### config.mk
export PLATFORM = sky130hd
export DESIGN_NAME = block_rms_peak_level_top
export DESIGN_NICKNAME = d
export VERILOG_FILES = /design/src/rpl_pkg.sv /design/src/rpl_divsqrt.sv /design/src/block_rms_peak_level_top.sv
export SDC_FILE = /design/constraint.sdc
export NUM_CORES = 1
export LEC_CHECK = 0
export BUFFER_PORTS_ARGS = -buffer_cell sky130_fd_sc_hd__buf_2
export CAP_MARGIN = 10
export CORE_AREA = 5 5 251 314
export DETAILED_ROUTE_END_ITERATION = 8
export DIE_AREA = 0 0 256 319
export PLACE_DENSITY = 0.53
export SYNTH_ARGS = -nofsm -noshare
export SYNTH_HDL_FRONTEND = slang
export SYNTH_SLANG_ARGS = --single-unit
### constraint.sdc
create_clock -name clk_i -period 15.2 [get_ports clk_i]
set_clock_uncertainty 0.1 [all_clocks]
set_input_delay 3.04 -clock clk_i [delete_from_list [all_inputs] [get_ports clk_i]]
set_output_delay 3.04 -clock clk_i [all_outputs]
set_load 0.01 [all_outputs]
### src/rpl_pkg.sv
// Shared constants for the block RMS / peak level meter.
// No dependencies; used by block_rms_peak_level_top.
package rpl_pkg;

  // default field widths
  localparam int SAMPLE_BITS = 16;
  localparam int COUNT_BITS  = 20;

  // configuration register indexes
  localparam int CFG_IDX_BITS = 1;
  localparam logic [CFG_IDX_BITS-1:0] CFG_BLOCK_SIZE = 1'b0;
  localparam logic [CFG_IDX_BITS-1:0] CFG_LEVEL_MODE = 1'b1;

  // level_mode codes
  localparam logic MODE_RMS  = 1'b0;
  localparam logic MODE_PEAK = 1'b1;

  localparam int BLOCK_SIZE_RST = 800;

endpackage

### src/rpl_divsqrt.sv
// Iterative divide-then-square-root engine: floor(sqrt(floor(dividend / divisor))).
// One shared subtract/compare unit, one bit per cycle. No package dependency.
module rpl_divsqrt #(
  parameter int SUM_BITS   = 51,
  parameter int COUNT_BITS = 20,
  parameter int OUT_BITS   = 16
) (
  input  logic                  clk_i,
  input  logic                  rst_ni,
  input  logic                  start_i,
  input  logic [SUM_BITS-1:0]   dividend_i,
  input  logic [COUNT_BITS-1:0] divisor_i,
  output logic                  done_o,
  output logic [OUT_BITS-1:0]   root_o
);

  localparam int ROOT_BITS  = (SUM_BITS + 1) / 2;
  localparam int WORK_BITS  = 2 * ROOT_BITS;
  localparam int UW         = (COUNT_BITS + 1 > ROOT_BITS + 2) ? COUNT_BITS + 1 : ROOT_BITS + 2;
  localparam int STEP_BITS  = $clog2(WORK_BITS + 1);

  localparam logic [1:0] PH_IDLE = 2'd0;
  localparam logic [1:0] PH_DIV  = 2'd1;
  localparam logic [1:0] PH_SQRT = 2'd2;

  logic [1:0]            phase_q, phase_d;
  logic [STEP_BITS-1:0]  step_q, step_d;
  logic [WORK_BITS-1:0]  work_q, work_d;
  logic [UW-1:0]         rem_q, rem_d;
  logic [ROOT_BITS-1:0]  root_q, root_d;
  logic [COUNT_BITS-1:0] div_q, div_d;
  logic                  done_q, done_d;

  // shared subtractor
  logic [UW-1:0] op_a, op_b;
  logic [UW:0]   diff;
  logic          ge;
  logic [UW-1:0] div_sh, sqrt_sh;

  always_comb begin
    div_sh  = {rem_q[UW-2:0], work_q[WORK_BITS-1]};
    sqrt_sh = {rem_q[UW-3:0], work_q[WORK_BITS-1 -: 2]};
    if (phase_q == PH_DIV) begin
      op_a = div_sh;
      op_b = UW'(div_q);
    end else begin
      op_a = sqrt_sh;
      op_b = UW'({root_q, 2'b01});
    end
    diff = {1'b0, op_a} - {1'b0, op_b};
    ge   = ~diff[UW];
  end

  always_comb begin
    phase_d = phase_q;
    step_d  = step_q;
    work_d  = work_q;
    rem_d   = rem_q;
    root_d  = root_q;
    div_d   = div_q;
    done_d  = 1'b0;
    case (phase_q)
      PH_IDLE: begin
        if (start_i) begin
          phase_d = PH_DIV;
          step_d  = STEP_BITS'(WORK_BITS);
          work_d  = WORK_BITS'(dividend_i);
          rem_d   = '0;
          div_d   = divisor_i;
        end
      end
      PH_DIV: begin
        // quotient bits shift in as dividend bits shift out
        rem_d  = ge ? diff[UW-1:0] : div_sh;
        work_d = {work_q[WORK_BITS-2:0], ge};
        step_d = step_q - 1'b1;
        if (step_q == STEP_BITS'(1)) begin
          phase_d = PH_SQRT;
          step_d  = STEP_BITS'(ROOT_BITS);
          rem_d   = '0;
          root_d  = '0;
        end
      end
      PH_SQRT: begin
        rem_d  = ge ? diff[UW-1:0] : sqrt_sh;
        root_d = {root_q[ROOT_BITS-2:0], ge};
        work_d = {work_q[WORK_BITS-3:0], 2'b00};
        step_d = step_q - 1'b1;
        if (step_q == STEP_BITS'(1)) begin
          phase_d = PH_IDLE;
          done_d  = 1'b1;
        end
      end
      default: phase_d = PH_IDLE;
    endcase
  end

  always_ff @(posedge clk_i or negedge rst_ni) begin
    if (!rst_ni) begin
      phase_q <= PH_IDLE;
      step_q  <= '0;
      done_q  <= 1'b0;
    end else begin
      phase_q <= phase_d;
      step_q  <= step_d;
      done_q  <= done_d;
    end
  end

  always_ff @(posedge clk_i) begin
    work_q <= work_d;
    rem_q  <= rem_d;
    root_q <= root_d;
    div_q  <= div_d;
  end

  assign done_o = done_q;
  assign root_o = root_q[OUT_BITS-1:0];

endmodule

### src/block_rms_peak_level_top.sv
// Block RMS / peak level meter, top level.
// Depends on rpl_pkg and rpl_divsqrt.
//
// Usage:
//   Input channel (in_valid_i/in_ready_o, sample_i): one signed sample per
//   transaction. Output channel (out_valid_o/out_ready_i, level_o): one level
//   per completed block of block_size samples, nothing for other samples.
//   Config port (cfg_we_i, cfg_idx_i, cfg_data_i): index 0 block_size
//   (0 acts as 1), index 1 level_mode (0 RMS, 1 peak). Write only when idle.
// Sequence:
//   A sample passes through accept, square and accumulate steps before the
//   next is taken; in_ready_o is low during the square and accumulate steps.
//   The sample that closes a block in peak mode goes on to a put step to post
//   the level. In RMS mode it first waits for the divide and square root,
//   which share one subtractor and produce one bit per cycle, and then goes
//   to the put step.
// Reset: all running sums, peak and count cleared, block_size 800, RMS mode.
// Stall: the level sits in an output register; the next samples are still
//   taken, and only a further block end waits until that level is taken.
module block_rms_peak_level_top #(
  parameter int SAMPLE_BITS = rpl_pkg::SAMPLE_BITS,
  parameter int COUNT_BITS  = rpl_pkg::COUNT_BITS
) (
  input  logic                           clk_i,
  input  logic                           rst_ni,
  input  logic                           in_valid_i,
  output logic                           in_ready_o,
  input  logic signed [SAMPLE_BITS-1:0]  sample_i,
  output logic                           out_valid_o,
  input  logic                           out_ready_i,
  output logic [SAMPLE_BITS-1:0]         level_o,
  input  logic                           cfg_we_i,
  input  logic [rpl_pkg::CFG_IDX_BITS-1:0] cfg_idx_i,
  input  logic [COUNT_BITS-1:0]          cfg_data_i
);

  localparam int SUM_RAW  = 2 * SAMPLE_BITS - 1 + COUNT_BITS;
  localparam int SUM_BITS = (SUM_RAW > 64) ? 64 : SUM_RAW;
  localparam int SQ_BITS  = 2 * SAMPLE_BITS;

  localparam logic [2:0] ST_IDLE = 3'd0;
  localparam logic [2:0] ST_SQ   = 3'd1;
  localparam logic [2:0] ST_ACC  = 3'd2;
  localparam logic [2:0] ST_ROOT = 3'd3;
  localparam logic [2:0] ST_PUT  = 3'd4;

  logic [2:0]                    state_q, state_d;
  logic [COUNT_BITS-1:0]         block_size_q;
  logic                          level_mode_q;
  logic [SUM_BITS-1:0]           sum_q, sum_d;
  logic [SAMPLE_BITS-1:0]        peak_q, peak_d;
  logic [COUNT_BITS-1:0]         count_q, count_d;
  logic signed [SAMPLE_BITS-1:0] samp_q;
  logic [SAMPLE_BITS-1:0]        mag_q;
  logic [SQ_BITS-1:0]            sq_q;
  logic [SAMPLE_BITS-1:0]        res_q, res_d;
  logic                          out_valid_q;
  logic [SAMPLE_BITS-1:0]        level_q;

  logic [SAMPLE_BITS-1:0] mag;
  logic [SUM_BITS:0]      sum_ext;
  logic [SUM_BITS-1:0]    sum_new;
  logic [SAMPLE_BITS-1:0] peak_new;
  logic [COUNT_BITS-1:0]  count_new;
  logic [COUNT_BITS-1:0]  size_eff;
  logic                   eng_start;
  logic                   eng_done;
  logic [SAMPLE_BITS-1:0] eng_root;
  logic                   put_ok;

  // most negative sample wraps to 2^(SAMPLE_BITS-1) as unsigned
  assign mag      = samp_q[SAMPLE_BITS-1] ? SAMPLE_BITS'(-samp_q) : SAMPLE_BITS'(samp_q);
  assign sum_ext  = {1'b0, sum_q} + (SUM_BITS+1)'(sq_q);
  assign sum_new  = sum_ext[SUM_BITS] ? '1 : sum_ext[SUM_BITS-1:0];
  assign peak_new = (mag_q > peak_q) ? mag_q : peak_q;
  assign count_new = count_q + 1'b1;
  assign size_eff = (block_size_q == '0) ? COUNT_BITS'(1) : block_size_q;
  assign put_ok   = ~out_valid_q | out_ready_i;

  always_comb begin
    state_d   = state_q;
    sum_d     = sum_q;
    peak_d    = peak_q;
    count_d   = count_q;
    res_d     = res_q;
    eng_start = 1'b0;
    case (state_q)
      ST_IDLE: if (in_valid_i) state_d = ST_SQ;
      ST_SQ:   state_d = ST_ACC;
      ST_ACC: begin
        if (count_new >= size_eff) begin
          sum_d   = '0;
          peak_d  = '0;
          count_d = '0;
          if (level_mode_q == rpl_pkg::MODE_PEAK) begin
            res_d   = peak_new;
            state_d = ST_PUT;
          end else begin
            eng_start = 1'b1;
            state_d   = ST_ROOT;
          end
        end else begin
          sum_d   = sum_new;
          peak_d  = peak_new;
          count_d = count_new;
          state_d = ST_IDLE;
        end
      end
      ST_ROOT: begin
        if (eng_done) begin
          res_d   = eng_root;
          state_d = ST_PUT;
        end
      end
      ST_PUT:  if (put_ok) state_d = ST_IDLE;
      default: state_d = ST_IDLE;
    endcase
  end

  always_ff @(posedge clk_i or negedge rst_ni) begin
    if (!rst_ni) begin
      state_q      <= ST_IDLE;
      block_size_q <= COUNT_BITS'(rpl_pkg::BLOCK_SIZE_RST);
      level_mode_q <= rpl_pkg::MODE_RMS;
      sum_q        <= '0;
      peak_q       <= '0;
      count_q      <= '0;
      out_valid_q  <= 1'b0;
    end else begin
      state_q <= state_d;
      sum_q   <= sum_d;
      peak_q  <= peak_d;
      count_q <= count_d;
      if (state_q == ST_PUT && put_ok) begin
        out_valid_q <= 1'b1;
      end else if (out_ready_i) begin
        out_valid_q <= 1'b0;
      end
      if (cfg_we_i) begin
        case (cfg_idx_i)
          rpl_pkg::CFG_BLOCK_SIZE: block_size_q <= cfg_data_i;
          rpl_pkg::CFG_LEVEL_MODE: level_mode_q <= cfg_data_i[0];
          default: ;
        endcase
      end
    end
  end

  always_ff @(posedge clk_i) begin
    if (state_q == ST_IDLE && in_valid_i) samp_q <= sample_i;
    if (state_q == ST_SQ) begin
      mag_q <= mag;
      sq_q  <= mag * mag;
    end
    res_q <= res_d;
    if (state_q == ST_PUT && put_ok) level_q <= res_q;
  end

  rpl_divsqrt #(
    .SUM_BITS   (SUM_BITS),
    .COUNT_BITS (COUNT_BITS),
    .OUT_BITS   (SAMPLE_BITS)
  ) u_divsqrt (
    .clk_i      (clk_i),
    .rst_ni     (rst_ni),
    .start_i    (eng_start),
    .dividend_i (sum_new),
    .divisor_i  (size_eff),
    .done_o     (eng_done),
    .root_o     (eng_root)
  );

  assign in_ready_o  = (state_q == ST_IDLE);
  assign out_valid_o = out_valid_q;
  assign level_o     = level_q;

endmodule
==> flow_results.org <==
** STA
- Headroom to the max-slew limit came out at 24.3%.
- After layout, the worst path uses 60.1% of the clock period.
- Total negative slack for setup checks :: 0 ns
- Crit path time final :: 9.13 ns
- Derived from the worst setup path, the maximum achievable clock frequency is 109 MHz.
- Count of pins over their slew limit :: 0
- Setup violations remaining at the end of the flow were counted as 0.
- Number of hold violations in the final report :: 0
- Worst Tran Pin Value :: 1.13 ns
- Setup repair after global routing left no endpoint under its margin.

** Cells and area
- After the flow finishes, the layout carries non-filler instances totaling 3671.
- Compared with the post-synthesis result, the final layout area differs by 10.0%.
- Register cell area after layout :: 0.00961 sq mm
- Multi-input combinational cell area :: 0.0149 sq mm
- The filler cells instantiated in the layout total 7508.
- Post-layout net count :: 3072
- Share of cells above drive strength 1 :: 8.17%
- Antenna Diode Count :: 0

** Synth
- Yosys mapped the design onto 89 distinct sky130hd cell types.
- Area fraction of the dominant cell type after synthesis :: 25.1%
- In this run, synthesis inferred 219 flip-flops with an integrated enable.
- The synthesized design spends more area on one cell type than any other, namely sky130_fd_sc_hd__edfxtp_1.
- The Yosys step of the flow raised 0 warnings.
- Top cells by area, synth :: sky130_fd_sc_hd__edfxtp_1 (25%), sky130_fd_sc_hd__fa_1 (13%), sky130_fd_sc_hd__dfrtp_1 (11%)
- Of the synthesized area, sequential elements account for 36.7%.
- After synthesis, the share of flip-flops with an asynchronous set or reset is 35.6%.
- Averaged over all synthesized cells, the footprint is 9.85 sq um.
- Cell Area, Synth :: 0.0261 sq mm
- Synthesis produced a netlist whose cell count is 2656.
- In this run, synthesis produced a sequential element count of 340.
- By count the netlist is led by sky130_fd_sc_hd__inv_1 (307), sky130_fd_sc_hd__nand2_1 (259), sky130_fd_sc_hd__edfxtp_1 (219).
- For this run, the leading register cell type out of synthesis is sky130_fd_sc_hd__edfxtp_1.
- The most common cell in the synthesized netlist is sky130_fd_sc_hd__inv_1.

** Floorplanning
- The initial utilization of the core area, before any placement, comes to 34.6%.
- The floorplan has 113 rows.
- The die covers 0.0817 sq mm.
- Die X :: 256 microns
- Core Box Area :: 0.0755 sq mm
- From bottom edge to top edge, the die measures 319 microns.
- In this run the count of I/O pins placed on the die edge is 60.

** Global routing
- Via count of the first global-routing pass :: 20300
- For this run, the total global-route usage over all layers was measured as 16.2%.
- The first global-routing pass estimated 109000 microns of wire.
- Final global-route overflow total :: 0
- Met2 track demand over resource :: 30.1%
- Routing usage on met1 :: 19.8%
- Maximum number of pins on one net before global-route repair :: 86
- The initial antenna violation count came to 0.
- Global routing consumed, on the met3 layer, 1.95% of the routing resources.
- Top Usage Layer GRT :: met2

** Setup path
- Critical-path top delay cell :: sky130_fd_sc_hd__xor2_1
- Startpoint-to-endpoint class of the critical path :: reg2reg
- Critical path capture point type :: register
- CP Launch Type :: register
- For the worst setup path, the data required time is 15.41 ns.
- In this run the worst path has a maximum fanout of 19.
- On the worst path, the slowest cell contributes a delay of 0.90 ns.
- Worst endpoint data arrival time :: 9.34 ns

** Clock network
- CTS built an H-tree with a depth of 2.
- Maximum buffer depth of the clock tree :: 3
- Clock tree root buffer cell :: sky130_fd_sc_hd__clkbuf_16
- Number of hold buffers added after CTS :: 0
- Buffers added to address setup during post-CTS repair amount to 0.
- The number of clock buffers added by TritonCTS is 39.
- The clock net in this run drives a total of 340 sinks.
- Clock-pin slew was measured on the worst setup and hold paths at 0.06 ns.
- Post-CTS Resized :: 0
- TritonCTS clock tree :: built
- Latest clock arrival within the worst-skew pair :: 0.57 ns

** Route
- In this run the remaining antenna-violating nets after routing total 0.
- In the routed design, unresolved DRC markers number 0.
- After detailed routing, the number of vias per cell comes to 5.25.
- Number of vias after detailed routing :: 19300
- The detailed router finished its first iteration with 1139 violations.
- Routed wirelength normalized by instance count :: 18.2 microns
- The first TritonRoute pass finished after 5 iterations.
- Summed over all layers, the routed wires come to 66800 microns.

** Placed design
- Input and output buffers added on the ports amount to 59.
- Dpl cells :: 3598
- Routability-driven placement finished with a final weighted congestion of 0.864.
- The wire-length estimate of the detail-placed layout is 50400 microns.

** Status
- The run finished with clean final reports.

** Job
- Number of violations of the max-capacitance limit :: 0

** Worst hold path
- Class of the worst hold path :: reg2reg
per-stage QoR:
step	util (%)	hold slack, ns	worst slack (ns)	instance area, sq um
after CTS	38.1	0.321	6.03	28800
after global placement	36.3	0.306	6.25	27400
final	38.1	0.319	6.07	28800
after floorplan	-	0.300	7.58	26200
after global routing	38.1	0.328	5.33	28800
after detailed placement	36.3	0.307	6.07	27400
flip-flops by register name (all words and copies together), names as in the netlist, 2 cells and up:
name and cells:
u_divsqrt.work_q 52, sum_q 51, sq_q 30, u_divsqrt.rem_q 27, u_divsqrt.root_q 26, block_size_q 20
count_q 20, u_divsqrt.div_q 20, level_o 16, mag_q 16, peak_q 16, res_q 16
samp_q 16, u_divsqrt.step_q 6, state_q 3, u_divsqrt.phase_q 2
layer usage:
layer / share of wire (%) / vias up / wire (microns)
li1: - / 9241 / -
met1: 41 / 9609 / 27600
met2: 53 / 336 / 35200
met3: 3.4 / 91 / 2270
met4: 2.6 / 0 / 1730
met5: 0 / - / 0
cell families (layout without fill, tap and decap cells):
| family | count (synthesis) | after routing | share of synthesized area (%) |
|---|---|---|---|
| adders and majority gates | 367 | 367 | 22.3 |
| and+or+nand+nor | 672 | 672 | 11.9 |
| DFF | 340 | 340 | 36.7 |
| AOI/OAI and AO/OA | 641 | 641 | 15.8 |
| muxes | 66 | 66 | 2.67 |
| buffers and inverters | 444 | 473 | 6.42 |
| other | 2 | 11 | 0.0287 |
| xor gates and xnor gates | 124 | 124 | 4.15 |
critical path: cells and delay by family (launching register included):
family                     cells  cell delay, ns
adders and majority gates      8            3.88
AOI/OAI and AO/OA              9            1.87
buffers and inverters          7            1.21
xor gates and xnor gates       2            0.98
and+or+nand+nor                3            0.42
DFF                            1            0.41
final timing paths:
check	from	endpoint	slack (ns)	cells past startpoint
setup / recovery	samp_q[0]$_DFFE_PP_	sq_q[31]$_DFFE_PP_	6.07	29
hold reg to reg	res_q[13]$_DFFE_PP_	level_o[13]$_DFFE_PP_	0.32	0
max in group asynchronous	rst_ni	peak_q[3]$_DFFE_PN0N_	11.21	2
setup reg to reg	samp_q[0]$_DFFE_PP_	sq_q[31]$_DFFE_PP_	6.07	29
min in group asynchronous	rst_ni	sum_q[30]$_DFFE_PN0N_	2.37	1
hold / removal	res_q[13]$_DFFE_PP_	level_o[13]$_DFFE_PP_	0.32	0
cells in the final DEF (no fill, tap or decap), types with 58 or more instances in the layout:
master and count:
sky130_fd_sc_hd__nand2_1 259, sky130_fd_sc_hd__inv_1 305, sky130_fd_sc_hd__buf_2 58, sky130_fd_sc_hd__nor2_1 174
sky130_fd_sc_hd__o21ai_0 174, sky130_fd_sc_hd__xnor2_1 75, sky130_fd_sc_hd__a21oi_1 146, sky130_fd_sc_hd__fa_1 166
sky130_fd_sc_hd__edfxtp_1 219, sky130_fd_sc_hd__ha_1 199, sky130_fd_sc_hd__dfrtp_1 118
area by class of cell:
type,instances,area share [%]
multi-input combinational,1881,51.9
sequential,340,33.4
tap,977,4.25
inverter,319,4.16
clock buffer,53,3.86
timing repair buffer,82,1.65
clock inverter,19,0.748
Power is not shown: default switching activity piles up to over one toggle a cycle in this logic, so the estimate is an artifact.
